## config.mk

```make
export PLATFORM = sky130hd
export DESIGN_NAME = sow_root
export DESIGN_NICKNAME = d
export VERILOG_FILES = /design/src/rtl/core/sow_pkg.sv /design/src/rtl/core/sow_root.sv
export SDC_FILE = /design/constraint.sdc
export NUM_CORES = 2
export LEC_CHECK = 0
export BUFFER_PORTS_ARGS = -buffer_cell sky130_fd_sc_hd__buf_4
export CAP_MARGIN = 15
export CORE_UTILIZATION = 57
export CTS_BUF_LIST = sky130_fd_sc_hd__clkbuf_4 sky130_fd_sc_hd__clkbuf_8 sky130_fd_sc_hd__clkbuf_16
export DETAILED_ROUTE_END_ITERATION = 10
export PLACE_DENSITY = 0.72
export RECOVER_POWER = 50
export SYNTH_ARGS = -nofsm -noshare
export SYNTH_HDL_FRONTEND = slang
export SYNTH_SLANG_ARGS = --single-unit
export TNS_END_PERCENT = 100
```

## constraint.sdc

```tcl
create_clock -name clk -period 3.6 [get_ports clk]
set_input_delay 0.72 -clock clk [delete_from_list [all_inputs] [get_ports clk]]
set_output_delay 0.72 -clock clk [all_outputs]
set_load 0.03 [all_outputs]
```

## src/rtl/core/sow_pkg.sv

```systemverilog
`timescale 1ns / 1ps

package sow_pkg;

	// field and register widths
	localparam int IN_W = 32;
	localparam int CFG_W = 24;
	localparam int POW_W = 5;
	localparam int WEIGHT_W = 17;
	localparam int CFG_IDX_W = 2;

	// internal datapath widths
	localparam int ROOT_W = 28;
	localparam int A_W = 36;
	localparam int P_W = 46;
	localparam int X_W = 30;
	localparam int EXP_N_W = 6;
	localparam int TAYLOR_TERMS = 14;

	typedef logic [CFG_IDX_W-1:0] cfg_idx_t;
	typedef logic [CFG_W-1:0] cfg_data_t;
	typedef logic [IN_W-1:0] strain_t;
	typedef logic [WEIGHT_W-1:0] weight_t;
	typedef logic [ROOT_W-1:0] dist_t;
	typedef logic [P_W-1:0] pwr_t;
	typedef logic [X_W-1:0] xarg_t;

	// register indexes
	localparam cfg_idx_t REG_BETA = 2'd0;
	localparam cfg_idx_t REG_POWER = 2'd1;
	localparam cfg_idx_t REG_INV_WIDTH = 2'd2;

	// 1.0 in Q.24, power cap 2^21 in Q.24, exponent cap 32.0 in Q.24
	localparam dist_t ONE_Q24 = 28'h100_0000;
	localparam pwr_t PCAP = 46'h2000_0000_0000;
	localparam xarg_t XCAP = 30'h2000_0000;
	// ln 2 in Q.32
	localparam logic [31:0] LN2_Q32 = 32'hB172_17F8;

endpackage

```

## src/rtl/core/sow_root.sv

```systemverilog
`timescale 1ns / 1ps

// pipelined integer square root, one result bit per stage, then |sqrt(q) - 1|
module sow_root (
	input logic clk,
	input logic arst_n,
	input logic en,
	input logic in_valid,
	input sow_pkg::strain_t in_q,
	output logic out_valid,
	output sow_pkg::dist_t out_dist
);

	localparam int NSTG = sow_pkg::ROOT_W;
	localparam int VW = 2 * NSTG;

	logic vld_s [1:NSTG];
	logic [VW-1:0] rem_s [1:NSTG];
	logic [VW-1:0] res_s [1:NSTG];
	logic d_vld_s;
	sow_pkg::dist_t d_s;
	sow_pkg::dist_t root;

	for (genvar j = 0; j < NSTG; j++) begin : g_bit
		localparam logic [VW-1:0] BIT = VW'(1) << (VW - 2 - 2 * j);
		logic src_vld;
		logic [VW-1:0] src_rem;
		logic [VW-1:0] src_res;
		logic [VW-1:0] trial;
		logic take;

		if (j == 0) begin : g_first
			// q in Q8.24 shifted up by 24 so the root lands in Q.24
			assign src_vld = in_valid;
			assign src_rem = {in_q, 24'd0};
			assign src_res = '0;
		end else begin : g_next
			assign src_vld = vld_s[j];
			assign src_rem = rem_s[j];
			assign src_res = res_s[j];
		end

		assign trial = src_res + BIT;
		assign take = src_rem >= trial;

		always_ff @(posedge clk or negedge arst_n) begin
			if (!arst_n) begin
				vld_s[j+1] <= 1'b0;
			end else if (en) begin
				vld_s[j+1] <= src_vld;
			end
		end

		always_ff @(posedge clk) begin
			if (en) begin
				rem_s[j+1] <= take ? src_rem - trial : src_rem;
				res_s[j+1] <= take ? (src_res >> 1) + BIT : src_res >> 1;
			end
		end
	end

	assign root = res_s[NSTG][NSTG-1:0];

	// distance from one
	always_ff @(posedge clk or negedge arst_n) begin
		if (!arst_n) begin
			d_vld_s <= 1'b0;
		end else if (en) begin
			d_vld_s <= vld_s[NSTG];
		end
	end

	always_ff @(posedge clk) begin
		if (en) begin
			d_s <= (root >= sow_pkg::ONE_Q24) ? root - sow_pkg::ONE_Q24
				: sow_pkg::ONE_Q24 - root;
		end
	end

	assign out_valid = d_vld_s;
	assign out_dist = d_s;

endmodule

```

==> results.md <==
* Area of the die at around 130000 um^2
* Number of max-cap violations at 2
* Starting density of the core at between 50% and 60%
* Critical setup path kind: flip-flop to flip-flop
* Unique masters post-synth at 84
* Cts bufs inserted at 152
* Mapped Cells at around 6.5k
* Data required time of the worst path at 4.12 ns
* Drt pass-1 iters at 6
* Number of synthesized flops with an enable pin at approximately 1.4k
* Vias post-DR at about 50k
* Via/cell ratio at between 5 and 6
* Final worst-path cycle share at 97.5%
* Layout area overhead at 13.2%
* Clock Skew at between 0.03 and 0.04 ns
* H-Tree Level Count at 4
* Worst-path clk slew at approximately 0.06 ns
* Leakage at 0.0330 uW
* Count of input and output buffers at 64
* RD Place Congestion at 0.903
* Share of layout cells above drive strength 1 at between 10% and 20%
* Worst hold path class: input port to flip-flop
* Delay-heaviest family, CP: compound AO/OA/AOI/OAI gates
* DP HPWL at approximately 120000 um
* Residual DRC count at 0
* Hold Fails Final Rpt at 0
* Vias in the first global route at a little under 50k
* Synth Flop Type: edfxtp_1
* Worst VDD drop at about 0.44 mV
* Worst-path fanout max at 3
* Clock sinks at around 1.4k
* Cell area after layout at 85400 um^2
* FMAX at ~280 MHz
* Initial DRC count at around 4.0k
* Crit-path max cell delay at a little over 0.4 ns
* Synth async-reset ratio at under 10%
* Area after DPL at 79500 um^2
* Synth area leader: edfxtp_1
* Pins Over Slew Limit at 74
* Yosys warns at 0
* RSZ-0062 raised after global routing: true
* Post-layout minimum cycle time at roughly 3.5 ns
* Final Net Count at 7247
* Synth top area share at between 50% and 60%
* Crit path buffers/inverters at 3
* Worst setup SP type: flip-flop
* Total GRT Usage at 23.4%
* Initial antenna violation count at 0
* Setup total negative slack at 0 ns
* Clock Latency Late Sink at roughly 0.81 ns
* Post-Syn Nets at 6942
* WHS at 0.122 ns
* Mean area per synthesized cell at around 12 um^2
* Antenna Cells at 0
* Aggregate global routing overflow at 0
* # fillers at 9869
* Pwr Density at 605 nW/um^2
* Status: finished, violations left
* Cell row count at ~130
* WL final at about 160000 um
* Root Driver: clkbuf_16
* Layout Utilization at between 60% and 70%
* Tot Pwr at between 50000 and 60000 uW
* Antenna-violating nets left at 0
* Synthesis-stage register bit count at around 1.4k
* Sequential Area at between 40000 and 50000 um^2
* Synth top area cells: edfxtp_1, ha_1, xnor2_1, xor2_1, a21oi_1
* Core area at roughly 130000 um^2
* Routed wire per std cell at about 18 um
* Die X at ~370 um
* Multi-input gate area at 30200 um^2
* Slowest cell on the critical path: fa_1
* WP data arrival at between 4 and 5 ns
* Die height at ~370 um
* Critical-path cell list: inv_1 > ha_1 > inv_1 > fa_1 > nand2b_1 > a21oi_2 > o31a_1 > o21ai_1 > o311a_1 > buf_4 > o21ai_0 > nand2_1 > o311a_1 > xor2_1
* First-pass GRT wire length at around 250000 um
* Critical Path End Type: flip-flop
* Failing checks: capacitance limit, slew limit
* Largest net degree at the start of global routing at 117
* Max Root-Sink Buffers at 3
* Worst slew pin tran at 1.82 ns
* CTS tree: yes
* Rel. slew slack at -21.3%
* Register area share after synthesis at between 50% and 60%
* Mapped Area at approximately 75000 um^2
* Setup violators final at 0
* I/O pin count at 65
-- repair_timing --
action / in CTS / in global routing
pin swaps: 2 / 27
endpoints found under the hold margin: 29 / 0
endpoints found under the setup margin: 84 / 250
gates resized for setup: 22 / 103
hold buffers: 1 / 0
buffers inserted: 0 / 14
gates cloned: 0 / 1
-- metrics by stage --
| step | std cells | setup WS (ns) |
|---|---|---|
| finish | 8664 | 0.0896 |
| global placement | 8372 | -0.438 |
| global route | 8664 | -0.0401 |
| CTS | 8649 | -0.0107 |
| floorplan | 6482 | 0.00213 |
| detailed placement | 8372 | -0.470 |
-- Yosys cell counts, types with 30 or more instances --
| library cell | number |
|---|---|
| nor2b_1 | 49 |
| clkbuf_1 | 108 |
| or4_1 | 37 |
| o31ai_1 | 55 |
| or2_2 | 34 |
| and3_1 | 31 |
| o21ai_0 | 325 |
| nand3b_1 | 33 |
| nand2b_1 | 69 |
| xnor2_1 | 354 |
| mux2_2 | 77 |
| nor4_1 | 146 |
| nand3_1 | 117 |
| a21o_1 | 148 |
| and2_1 | 30 |
| a21oi_1 | 407 |
| nand4_1 | 67 |
| nor3_1 | 187 |
| o21bai_1 | 45 |
| ha_1 | 413 |
| o21a_1 | 82 |
| nand2_1 | 446 |
| a211oi_1 | 45 |
| xor2_1 | 294 |
| nor2_1 | 491 |
| edfxtp_1 | 1419 |
| inv_1 | 540 |
| or3_1 | 86 |
-- sequential cells by signal (all words and copies together) (netlist names) --
register and cells:
out_valid 1, vld_s 1, g_bit.src_vld 27, out_dist 28, res_s 406, rem_s 985
-- routing by layer --
metal / vias to the layer above / global-route usage (%) / share of wire, %
met5: - / 0 / 0
met4: 0 / 6.61 / 2.3
met3: 270 / 3.39 / 4.9
met2: 1246 / 40.5 / 50
met1: 24300 / 30.6 / 43
li1: 24400 / - / -
-- worst paths after layout --
check | from | endpoint | slack (ns) | cells past startpoint
min in group asynchronous | arst_n | out_valid$_DFFE_PN0P_ | 0.84 | 2
max reg2reg | res_s[2][132]$_DFFE_PP_ | rem_s[0][1116]$_DFFE_PP_ | 0.09 | 14
min reg2reg | res_s[2][27]$_DFFE_PP_ | res_s[2][82]$_DFFE_PP_ | 0.43 | 0
min | in_q[7] | rem_s[0][87]$_DFFE_PP_ | 0.12 | 1
max in group asynchronous | arst_n | g_bit[18].src_vld$_DFFE_PN0P_ | 1.87 | 2
max | res_s[2][132]$_DFFE_PP_ | rem_s[0][1116]$_DFFE_PP_ | 0.09 | 14
-- area by class of cell --
class	count	area share, %
clock buffer	183	4.73
sequential	1448	50.7
timing repair inverter	1	0.00879
timing repair buffer	279	2.74
multi-input combinational	4362	35.3
inverter	543	2.40
clock inverter	93	1.50
tap	1755	2.57
-- logic make-up after synthesis --
| logic type | count (synthesis) | share of synthesized area [%] |
|---|---|---|
| buffers and inverters | 672 | 3.37 |
| XOR/XNOR | 648 | 7.52 |
| AND/OR/NAND/NOR | 1897 | 12.5 |
| multiplexers | 86 | 1.27 |
| adder cells (fa/ha/maj) | 424 | 7.14 |
| AO/OA/AOI/OAI | 1307 | 10.8 |
| flip-flops | 1448 | 57.4 |
-- cells in the final DEF (no fill, tap or decap), types with 21 or more instances in the layout --
cell	n
a211oi_1	39
a21o_1	147
a21oi_1	397
a31oi_1	23
and2_1	29
and3_1	30
buf_12	25
buf_4	210
bufinv_16	21
clkbuf_1	21
clkbuf_16	152
clkbuf_4	46
clkinv_1	26
clkinv_2	22
dfrtp_1	29
edfxtp_1	1419
ha_1	412
inv_1	538
mux2_2	77
nand2_1	446
nand2b_1	69
nand3_1	115
nand3b_1	33
nand4_1	67
nor2_1	490
nor2b_1	47
nor3_1	176
nor4_1	126
o211ai_1	21
o21a_1	82
o21ai_0	315
o21bai_1	45
o31ai_1	53
or2_2	34
or3_1	83
or4_1	34
xnor2_1	353
xor2_1	294
-- power by group --
group / total [uW] / switching, uW / leakage, uW / internal, uW
clock network: 16400 / 6720 / 0.00261 / 9650
logic: 11800 / 6620 / 0.0167 / 5140
registers: 23600 / 1870 / 0.0137 / 21700
Power figures use the tool's default switching activity.
